<file path="config.mk">
export PLATFORM = sky130hd
export DESIGN_NAME = range_frame_parse_average_core
export DESIGN_NICKNAME = d
export VERILOG_FILES = /design/src/hw/rtl/rfpa_pkg.sv /design/src/hw/rtl/rfpa_divider.sv /design/src/hw/rtl/range_frame_parse_average_core.sv
export SDC_FILE = /design/constraint.sdc
export NUM_CORES = 1
export LEC_CHECK = 0
export BUFFER_PORTS_ARGS = -buffer_cell sky130_fd_sc_hd__buf_2
export CAP_MARGIN = 20
export CORE_MARGIN = 8
export CORE_UTILIZATION = 55
export DETAILED_ROUTE_END_ITERATION = 16
export PLACE_DENSITY = 0.73
export SLEW_MARGIN = 20
export SYNTH_ARGS = -nofsm -noshare
export SYNTH_HDL_FRONTEND = slang
export SYNTH_SLANG_ARGS = --single-unit
</file>
<file path="constraint.sdc">
create_clock -name i_clk -period 4 [get_ports i_clk]
set_input_delay 0.8 -clock i_clk [delete_from_list [all_inputs] [get_ports i_clk]]
set_output_delay 0.8 -clock i_clk [all_outputs]
set_load 0.01 [all_outputs]
</file>
<file path="src/hw/rtl/rfpa_pkg.sv">
// shared types and constants for the range frame parser and averager
`timescale 1ns / 1ps

package rfpa_pkg;

    // frame layout
    localparam logic [7:0]  FRAME_HEADER = 8'h5C;
    localparam logic [2:0]  FRAME_LEN    = 3'd5;
    localparam logic [23:0] INVALID_DIST = 24'h3FFFFF;

    // widths
    localparam int DIST_W  = 22;
    localparam int RAW_W   = 24;
    localparam int COUNT_W = 16;
    localparam int SUM_W   = 40;
    localparam int CNT_W   = 6;

    localparam logic [DIST_W-1:0]  DEFAULT_LIMIT_CM = 22'd130000;
    localparam logic [COUNT_W-1:0] COUNT_MAX        = 16'hFFFF;

    // one quotient bit per divider step
    localparam logic [CNT_W-1:0] DIV_STEPS = 6'd40;

    // input item kinds
    localparam logic OP_BYTE = 1'b0;
    localparam logic OP_POLL = 1'b1;

    // result status codes
    localparam logic [1:0] STATUS_NONE = 2'd0;
    localparam logic [1:0] STATUS_AVG  = 2'd1;
    localparam logic [1:0] STATUS_OOR  = 2'd2;

    // register indexes (paddr bit 2)
    localparam logic REG_LIMIT  = 1'b0;
    localparam logic REG_REPORT = 1'b1;

    typedef enum logic [2:0] {
        ST_IDLE,
        ST_PARSE,
        ST_TAKE,
        ST_DIV,
        ST_EMIT
    } t_state;

    // divider status toward the sequencer
    typedef struct packed {
        logic busy;
        logic done;
    } t_div_stat;

endpackage

</file>
<file path="src/hw/rtl/rfpa_divider.sv">
// restoring divider, one quotient bit per cycle, for the distance average
`timescale 1ns / 1ps

module rfpa_divider
    import rfpa_pkg::*;
(
    input  logic               i_clk,
    input  logic               i_rst_n,
    input  logic               i_start,
    input  logic [SUM_W-1:0]   i_dividend,
    input  logic [COUNT_W-1:0] i_divisor,
    output t_div_stat          o_stat,
    output logic [SUM_W-1:0]   o_quotient
);

    logic               r_busy;
    logic               r_done;
    logic [CNT_W-1:0]   r_cnt;
    logic [SUM_W-1:0]   r_dvd;
    logic [COUNT_W-1:0] r_rem;
    logic [COUNT_W-1:0] r_div;

    logic [COUNT_W:0]   n_rem_sh;
    logic               n_qbit;
    logic [COUNT_W:0]   n_rem_sub;

    // shift in next dividend bit and try the subtract
    always_comb begin
        n_rem_sh  = {r_rem, r_dvd[SUM_W-1]};
        n_rem_sub = n_rem_sh - {1'b0, r_div};
        n_qbit    = (n_rem_sh >= {1'b0, r_div});
    end

    // control
    always_ff @(posedge i_clk) begin
        if (!i_rst_n) begin
            r_busy <= 1'b0;
            r_done <= 1'b0;
            r_cnt  <= '0;
        end else begin
            r_done <= 1'b0;
            if (i_start) begin
                r_busy <= 1'b1;
                r_cnt  <= '0;
            end else if (r_busy) begin
                r_cnt <= r_cnt + 1'b1;
                if (r_cnt == DIV_STEPS - 1'b1) begin
                    r_busy <= 1'b0;
                    r_done <= 1'b1;
                end
            end
        end
    end

    // datapath, quotient bits replace dividend bits from the bottom
    always_ff @(posedge i_clk) begin
        if (i_start) begin
            r_dvd <= i_dividend;
            r_rem <= '0;
            r_div <= i_divisor;
        end else if (r_busy) begin
            r_dvd <= {r_dvd[SUM_W-2:0], n_qbit};
            r_rem <= n_qbit ? n_rem_sub[COUNT_W-1:0] : n_rem_sh[COUNT_W-1:0];
        end
    end

    assign o_stat.busy = r_busy;
    assign o_stat.done = r_done;
    assign o_quotient  = r_dvd;

endmodule

</file>
<file path="src/hw/rtl/range_frame_parse_average_core.sv">
// top level: rangefinder frame parser, averager and poll responder
`timescale 1ns / 1ps

// Input stream: s_axis_tuser selects the kind of item (0 received UART byte,
// 1 poll), s_axis_tdata carries the byte. Bytes are assembled into 5-byte
// frames (header 0x5C, three distance bytes, inverted-sum checksum); bad
// frames resync on the next buffered header. Good frames are either flagged
// out of range or summed and counted.
// Output stream: one transaction per poll, none per byte. m_axis_tuser is the
// status, m_axis_tdata holds distance and frame count.
// Timing: the sequencer works one item at a time. A byte is stored, then parse
// steps over the 5-byte buffer each drop one leading non-header byte or bad frame
// start, and a good frame takes one accumulate step. A poll with frames waits on
// the 40-step bit-serial divider; a poll without frames skips it.
// The result sits in an output register, so bytes keep flowing while the
// receiver stalls; a second poll waits until the first result is taken.
// Reset: synchronous, active low; clears the buffer fill, accumulators and
// the output valid, and loads both registers with 130000.
// Registers over APB: 0x0 distance limit, 0x4 out-of-range report value.
module range_frame_parse_average_core
    import rfpa_pkg::*;
(
    input  logic        i_clk,
    input  logic        i_rst_n,
    // input stream
    input  logic        s_axis_tvalid,
    output logic        s_axis_tready,
    input  logic [7:0]  s_axis_tdata,   // [7:0] data_byte
    input  logic        s_axis_tuser,   // [0] op
    // output stream
    output logic        m_axis_tvalid,
    input  logic        m_axis_tready,
    output logic [39:0] m_axis_tdata,   // [21:0] distance_cm, [37:22] frame_count, zero pad
    output logic [1:0]  m_axis_tuser,   // [1:0] status
    // configuration
    input  logic        psel,
    input  logic        penable,
    input  logic        pwrite,
    input  logic [2:0]  paddr,
    input  logic [31:0] pwdata,
    output logic [31:0] prdata,
    output logic        pready
);

    t_state r_state, n_state;

    // configuration registers
    logic [DIST_W-1:0] r_limit;
    logic [DIST_W-1:0] r_report;

    // frame buffer and fill
    logic [7:0] r_buf [0:4];
    logic [2:0] r_len;

    // accumulators
    logic [SUM_W-1:0]   r_sum;
    logic [COUNT_W-1:0] r_count;
    logic               r_oor;

    // pending result
    logic [1:0]         r_res_status;
    logic [DIST_W-1:0]  r_res_dist;
    logic [COUNT_W-1:0] r_res_count;

    // output register
    logic               r_out_valid;
    logic [1:0]         r_out_status;
    logic [DIST_W-1:0]  r_out_dist;
    logic [COUNT_W-1:0] r_out_count;

    logic               cfg_wr;
    logic               do_store, do_shift, do_take, do_poll, do_emit, div_start;
    logic [7:0]         csum;
    logic               csum_ok;
    logic [RAW_W-1:0]   dist_raw;
    logic               dist_oor;
    t_div_stat          div_stat;
    logic [SUM_W-1:0]   div_q;

    assign cfg_wr = psel & penable & pwrite & pready;

    // frame fields
    assign csum     = r_buf[1] + r_buf[2] + r_buf[3];
    assign csum_ok  = (~csum == r_buf[4]);
    assign dist_raw = {r_buf[3], r_buf[2], r_buf[1]};
    assign dist_oor = (dist_raw >= {2'b00, r_limit}) || (dist_raw == INVALID_DIST);

    // state register
    always_ff @(posedge i_clk) begin
        if (!i_rst_n) begin
            r_state <= ST_IDLE;
        end else begin
            r_state <= n_state;
        end
    end

    // next state and step controls
    always_comb begin
        n_state       = r_state;
        s_axis_tready = 1'b0;
        do_store      = 1'b0;
        do_shift      = 1'b0;
        do_take       = 1'b0;
        do_poll       = 1'b0;
        do_emit       = 1'b0;
        div_start     = 1'b0;
        case (r_state)
            ST_IDLE: begin
                s_axis_tready = 1'b1;
                if (s_axis_tvalid) begin
                    if (s_axis_tuser == OP_POLL) begin
                        do_poll   = 1'b1;
                        div_start = (r_count != '0);
                        n_state   = (r_count != '0) ? ST_DIV : ST_EMIT;
                    end else begin
                        do_store = 1'b1;
                        n_state  = ST_PARSE;
                    end
                end
            end
            ST_PARSE: begin
                if (r_len == '0) begin
                    n_state = ST_IDLE;
                end else if (r_buf[0] != FRAME_HEADER) begin
                    do_shift = 1'b1;
                end else if (r_len < FRAME_LEN) begin
                    n_state = ST_IDLE;
                end else if (csum_ok) begin
                    n_state = ST_TAKE;
                end else begin
                    do_shift = 1'b1;
                end
            end
            ST_TAKE: begin
                do_take = 1'b1;
                n_state = ST_IDLE;
            end
            ST_DIV: begin
                if (div_stat.done) begin
                    n_state = ST_EMIT;
                end
            end
            ST_EMIT: begin
                if (!r_out_valid || m_axis_tready) begin
                    do_emit = 1'b1;
                    n_state = ST_IDLE;
                end
            end
            default: n_state = ST_IDLE;
        endcase
    end

    // configuration writes
    always_ff @(posedge i_clk) begin
        if (!i_rst_n) begin
            r_limit  <= DEFAULT_LIMIT_CM;
            r_report <= DEFAULT_LIMIT_CM;
        end else if (cfg_wr) begin
            case (paddr[2])
                REG_LIMIT:  r_limit  <= pwdata[DIST_W-1:0];
                REG_REPORT: r_report <= pwdata[DIST_W-1:0];
                default: ;
            endcase
        end
    end

    // configuration reads
    always_comb begin
        case (paddr[2])
            REG_LIMIT:  prdata = {10'd0, r_limit};
            REG_REPORT: prdata = {10'd0, r_report};
            default:    prdata = '0;
        endcase
    end
    assign pready = 1'b1;

    // buffer contents, no reset needed
    always_ff @(posedge i_clk) begin
        if (do_store) begin
            r_buf[r_len] <= s_axis_tdata;
        end else if (do_shift) begin
            r_buf[0] <= r_buf[1];
            r_buf[1] <= r_buf[2];
            r_buf[2] <= r_buf[3];
            r_buf[3] <= r_buf[4];
        end
    end

    // buffer fill
    always_ff @(posedge i_clk) begin
        if (!i_rst_n) begin
            r_len <= '0;
        end else if (do_store) begin
            r_len <= r_len + 1'b1;
        end else if (do_shift) begin
            r_len <= r_len - 1'b1;
        end else if (do_take) begin
            r_len <= '0;
        end
    end

    // accumulators
    always_ff @(posedge i_clk) begin
        if (!i_rst_n) begin
            r_sum   <= '0;
            r_count <= '0;
            r_oor   <= 1'b0;
        end else if (do_poll) begin
            r_sum   <= '0;
            r_count <= '0;
            r_oor   <= 1'b0;
        end else if (do_take) begin
            if (dist_oor) begin
                r_oor <= 1'b1;
            end else if (r_count != COUNT_MAX) begin
                r_sum   <= r_sum + {{(SUM_W-RAW_W){1'b0}}, dist_raw};
                r_count <= r_count + 1'b1;
            end
        end
    end

    // pending result fields
    always_ff @(posedge i_clk) begin
        if (do_poll) begin
            r_res_count <= r_count;
            if (r_count != '0) begin
                r_res_status <= STATUS_AVG;
                r_res_dist   <= '0;
            end else if (r_oor) begin
                r_res_status <= STATUS_OOR;
                r_res_dist   <= r_report;
            end else begin
                r_res_status <= STATUS_NONE;
                r_res_dist   <= '0;
            end
        end else if (r_state == ST_DIV && div_stat.done) begin
            r_res_dist <= div_q[DIST_W-1:0];
        end
    end

    // average divider
    rfpa_divider u_div (
        .i_clk      (i_clk),
        .i_rst_n    (i_rst_n),
        .i_start    (div_start),
        .i_dividend (r_sum),
        .i_divisor  (r_count),
        .o_stat     (div_stat),
        .o_quotient (div_q)
    );

    // output register
    always_ff @(posedge i_clk) begin
        if (!i_rst_n) begin
            r_out_valid <= 1'b0;
        end else if (do_emit) begin
            r_out_valid <= 1'b1;
        end else if (m_axis_tready) begin
            r_out_valid <= 1'b0;
        end
    end

    always_ff @(posedge i_clk) begin
        if (do_emit) begin
            r_out_status <= r_res_status;
            r_out_dist   <= r_res_dist;
            r_out_count  <= r_res_count;
        end
    end

    assign m_axis_tvalid = r_out_valid;
    assign m_axis_tuser  = r_out_status;
    assign m_axis_tdata  = {2'b00, r_out_count, r_out_dist};

`ifndef SYNTH
    // fill never passes a whole frame
    a_len_max: assert property (@(posedge i_clk) disable iff (!i_rst_n)
        r_len <= FRAME_LEN)
        else $error("frame buffer fill above frame length");

    // a full frame never rests in the buffer between items
    a_len_idle: assert property (@(posedge i_clk) disable iff (!i_rst_n)
        (r_state == ST_IDLE) |-> (r_len < FRAME_LEN))
        else $error("full frame left unparsed");

    // divider completes only while the sequencer waits on it
    a_div_done: assert property (@(posedge i_clk) disable iff (!i_rst_n)
        div_stat.done |-> (r_state == ST_DIV))
        else $error("divider done outside divide state");

    // poll with no averaged frames skips the divider
    a_poll_nodiv: assert property (@(posedge i_clk) disable iff (!i_rst_n)
        (do_poll && r_count == '0) |=> (r_state == ST_EMIT && !div_stat.busy))
        else $error("empty poll started a division");

    // accumulators are clear after a poll
    a_poll_clear: assert property (@(posedge i_clk) disable iff (!i_rst_n)
        do_poll |=> (r_count == '0 && r_sum == '0 && !r_oor))
        else $error("accumulators not cleared by poll");
`endif

endmodule

</file>
# Yosys cells after proc, flatten, opt, wreduce, memory -nomap -nowiden
# Memory sizes are Yosys's and may differ from the RTL's.
# Cells that the tools add are included.
[op_classes] n_addsub=8 eq_ne=14 muxes=54 bitwise_logic=7 n_reduce_logical=20 magnitude_cmp=3
[ops] operator="22-bit two-way mux" n=4
[ops] operator="40-bit two-way mux" n=2
[ops] operator="32-bit one-hot mux with 2 select lines" n=1
[ops] operator="40-bit by 24-bit adder with 40-bit output" n=1
[ops] operator="3-bit two-way mux" n=13
[ops] operator="1-bit two-way mux" n=30
[ops] operator="24-bit by 22-bit == test with 1-bit output (second input constant)" n=1
[ops] operator="24-bit by 22-bit >= comparator with 1-bit output" n=1
[ops] operator="17-bit by 16-bit >= comparator with 1-bit output" n=1
[ops] operator="16-bit by 1-bit adder with 16-bit output (second input constant)" n=1
[ops] operator="8-bit adder" n=2
[ops] operator="16-bit two-way mux" n=1
[ops] operator="16-bit != test (second input constant)" n=1
[ops] operator="16-bit nonzero test" n=1
[ops] operator="16-bit subtractor" n=1
[ops] operator="3-bit one-hot mux with 4 select lines" n=1
[ops] operator="8-bit == test" n=1
[ops] operator="8-bit two-way mux" n=1
[ops] operator="8-bit by 7-bit != test with 1-bit output (second input constant)" n=1
[ops] operator="8-bit NOT" n=1
[ops] operator="8-bit OR reduction" n=1
[ops] operator="6-bit by 1-bit adder with 6-bit output (second input constant)" n=1
[ops] operator="3-bit by 2-bit == test with 1-bit output (second input constant)" n=2
[ops] operator="6-bit == test (second input constant)" n=1
[ops] operator="other kinds (23)" n=35
[totals] output_inout_bits=77 elab_cells=127 ram_bits=40 regBits=268 in_bits=51 memories=1
[memory_table] name="r_buf" depth=5 width=8 read_ports=5 rd_ports_with_merged_regs=0 write_ports=4 line_no="range_frame_parse_average_core.sv:52" source="logic [7:0] r_buf [0:4];"

# Depth between registers and ports, before layout
# An unclocked memory read counts as a cell.
[logic_depth] ltp_word=15 depth_mapped=15

# Hierarchy
# A second synthesis with hierarchy kept.
[hier_totals] hier_cells=1538 hier_area_um2=15771.4
[by_module_without_submodules] module="range_frame_parse_average_core" cells_per_inst=1157 n_inst=1 area_per_inst_um2=11412.2 seq_area_each_um2=5765.5
[by_module_without_submodules] module="rfpa_divider" cells_per_inst=381 n_inst=1 area_per_inst_um2=4359.2 seq_area_each_um2=2162.1

# Worst setup path after synthesis
# Ideal clock, no wire load.
[synth_timing] path_type="register to register" start="mem r_buf[1][1]" end="mem r_buf[2][7] (data pin)" t_required_ps=3738 arrival_ps=3170 synth_period_minus_slack_ps=3432 n_path_buf=1 path_stages_with_launch=15 setup_ps=262 path_slack_ps=568 cell_sequence="edfxtp_1 > inv_1 > fa_1 > inv_1 > ha_1 > inv_1 > fa_1 > xnor2_1 > o211ai_1 > a211oi_1 > o211ai_1 > nor4_2 > o21bai_1 > buf_2 > mux2_1"
[synth_rtl] item="from (decl)" line_no="range_frame_parse_average_core.sv:52"

==> impl_metrics.tcl <==
set metrics [dict create \
    rows 61 \
    tightest_slew_ps 905 \
    antenna_found_initial 0 \
    cts-buffers-inserted 34 \
    grt_max_degree 55 \
    ant_nets 0 \
    clk_pin_slew_ps 60 \
    p_leak_nw 7.05 \
    hold_path.class "reg2reg" \
    syn_to_final_growth_pct 13.1 \
    dp_slack_ps 187 \
    synth_top_area_share_pct 33.9 \
    track_usage_pct 21.9 \
    mostFrequentLayoutCells "nand2_1 (330), edfxtp_1 (176), dfxtp_1 (132), buf_2 (102), o21ai_0 (90)" \
    netlist_instances 1557 \
    clock_skew_ps 22.4 \
    synth_top_area_cell "edfxtp_1" \
    synthMuxAreaShare_pct 4.47 \
    ff2ff_path_depth 15 \
    drv_cap 0 \
    setup_violations 0 \
    fin_cells 2061 \
    wire_per_inst_um 18.4 \
    core_region_area_um2 27900 \
    drt_iter0_drc 1096 \
    post_cts_buffers 0 \
    finalCritPeriodShare_pct 94.7 \
    portBuffers 102 \
    synth-seq-cells 308 \
    synth-compound-area-share_pct 12.7 \
    ys.flop_type "edfxtp_1" \
    cts_hold_buf 0 \
    outcome "finished, final reports clean" \
    synthArstFlopShare_pct 0 \
    ff2ff_setup_slack_ps 210 \
    fp.dieH_um 184 \
    synth_top_family_by_area "simple AND/OR/NAND/NOR gates" \
    cts_htree_levels 2 \
    crit_arrival_ps 4030 \
    ys_types 84 \
    post_cts_resized 0 \
    grt_pass1_vias 11198 \
    placed_cells 2000 \
    total_power_mw 8.74 \
    p_per_area_nw_per_um2 496 \
    place.gp.congestion 0.882 \
    synth.area.top_cells "edfxtp_1 (34%), dfxtp_1 (17%), nand2_1 (8.0%)" \
    dp_hpwl_um 26700 \
    rsz0062_at_grt "false" \
    avgSynthCellArea_um2 10.0 \
    synth_xor_area_share_pct 3.43 \
    clock_path_buffers 3 \
    final_core_util_pct 63.2 \
    worst_setup_path_end_kind "register" \
    die_area_um2 34000 \
    drc 0 \
    cp_data_required_time_ps 4240 \
    first_pass_iters 5 \
    final_common_cell "nand2_1" \
    cp_max_fo 25 \
    pin_count 128 \
    routed_wirelength_um 37800 \
    period_needed_ps 3790 \
    grt_pass1_wl_um 59600 \
    grt.overflow.total 0 \
    nets 1793 \
    synthSimpleGateAreaFrac_pct 16.9 \
    synthAdderAreaFrac_pct 7.23 \
    synth_seq_area_share_pct 50.9 \
    maxSlewHeadroom_pct 39.5 \
    critPathKind "reg2reg" \
    whs_path_depth 0 \
    tns_ps 0 \
    start_kind "register" \
    initial_utilization_pct 55.9 \
    hold_violations 0 \
    max_freq_mhz 264 \
    cts_tree "built" \
    synth-edff-count 176 \
    yosysWarnings 0 \
    layout-drive-gt1-share_pct 14.2 \
    clock_tree.root_cell "clkbuf_16" \
    final_max_slew_viol_count 0 \
    insertedDiodeCount 0 \
    clk_latency_ps 520 \
    ir_drop_v 0.000379 \
    syn_area_um2 15600 \
    via_per_inst 5.71 \
    numClockSinks 308 \
    worst_slack_ps 213 \
    vias 11762 \
    die_w_um 184 \
]
## path summary, 6_finish.rpt
kind,start,to
hold reg to reg,r_res_count[6]$_DFFE_PP_,r_out_count[6]$_DFFE_PP_
hold / removal,r_res_count[6]$_DFFE_PP_,r_out_count[6]$_DFFE_PP_
setup reg to reg,r_buf[1][1]$_DFFE_PP_,r_buf[1][6]$_DFFE_PP_
setup / recovery,r_buf[1][1]$_DFFE_PP_,r_buf[1][6]$_DFFE_PP_
## critical path, cell delays in order (launching register included)
cell	delay (ps)
edfxtp_1	340
inv_1	90
fa_1	550
inv_1	40
ha_1	200
inv_1	70
fa_1	440
xnor2_1	200
o211ai_1	120
a211oi_1	220
o211ai_1	150
nor4_2	300
buf_4	190
o21bai_4	110
buf_12	200
a31o_2	310
## synthesized netlist by cell type (11+ instances only)
library cell	count
xnor2_1	35
a21o_1	17
nand4_1	18
ha_1	74
nand3_1	42
a21boi_0	25
xor2_1	26
nor2_1	82
dfxtp_1	132
and3_1	11
nor3_1	15
mux2_2	30
nor4_1	13
a21oi_1	68
clkbuf_1	45
edfxtp_1	176
o211ai_1	22
nand2_1	331
or3_1	12
mux2i_1	29
inv_1	77
o21ai_0	90
buf_4	13
## registers in the layout, indices dropped and copies added, names as in the netlist, 22 cells and up
| signal | cells |
|---|---|
| r_buf | 40 |
| r_limit | 22 |
| r_out_dist | 22 |
| r_report | 22 |
| r_res_dist | 22 |
| r_sum | 40 |
| u_div.o_quotient | 40 |
## stage by stage
| step | cell area [µm²] | hold WS, ps |
|---|---|---|
| after floorplan | 15600 | 400 |
| after global placement | 16500 | 402 |
| after detailed placement | 16500 | 405 |
| after CTS | 17600 | 405 |
| after global routing | 17600 | 412 |
| final | 17600 | 408 |
## routing by layer
layer | wire length (µm) | GRT usage [%]
met4 | 1210 | 8.23
met5 | 0 | 0
met2 | 17100 | 34.3
met3 | 2200 | 3.15
met1 | 17400 | 30.4
## cell families after synthesis
family	after synthesis
muxes	65
DFF	308
adders and majority gates	84
buffers and inverters	154
other	2
AOI/OAI and AO/OA	303
and+or+nand+nor	580
xor gates and xnor gates	61
## power breakdown
group	switching (mW)	total, mW	internal (mW)
Combinational	1.01	1.77	0.752
Sequential	0.186	3.79	3.60
Clock	1.27	3.18	1.91
## layout make-up
class | count | area, µm²
clock inverter | 16 | 204
tap | 378 | 473
fill | 2312 | 10200
timing repair buffer | 130 | 733
multi-input combinational | 1106 | 7050
inverter | 78 | 293
clock buffer | 45 | 933
sequential | 308 | 7930
(Power assumes the default switching activity.)
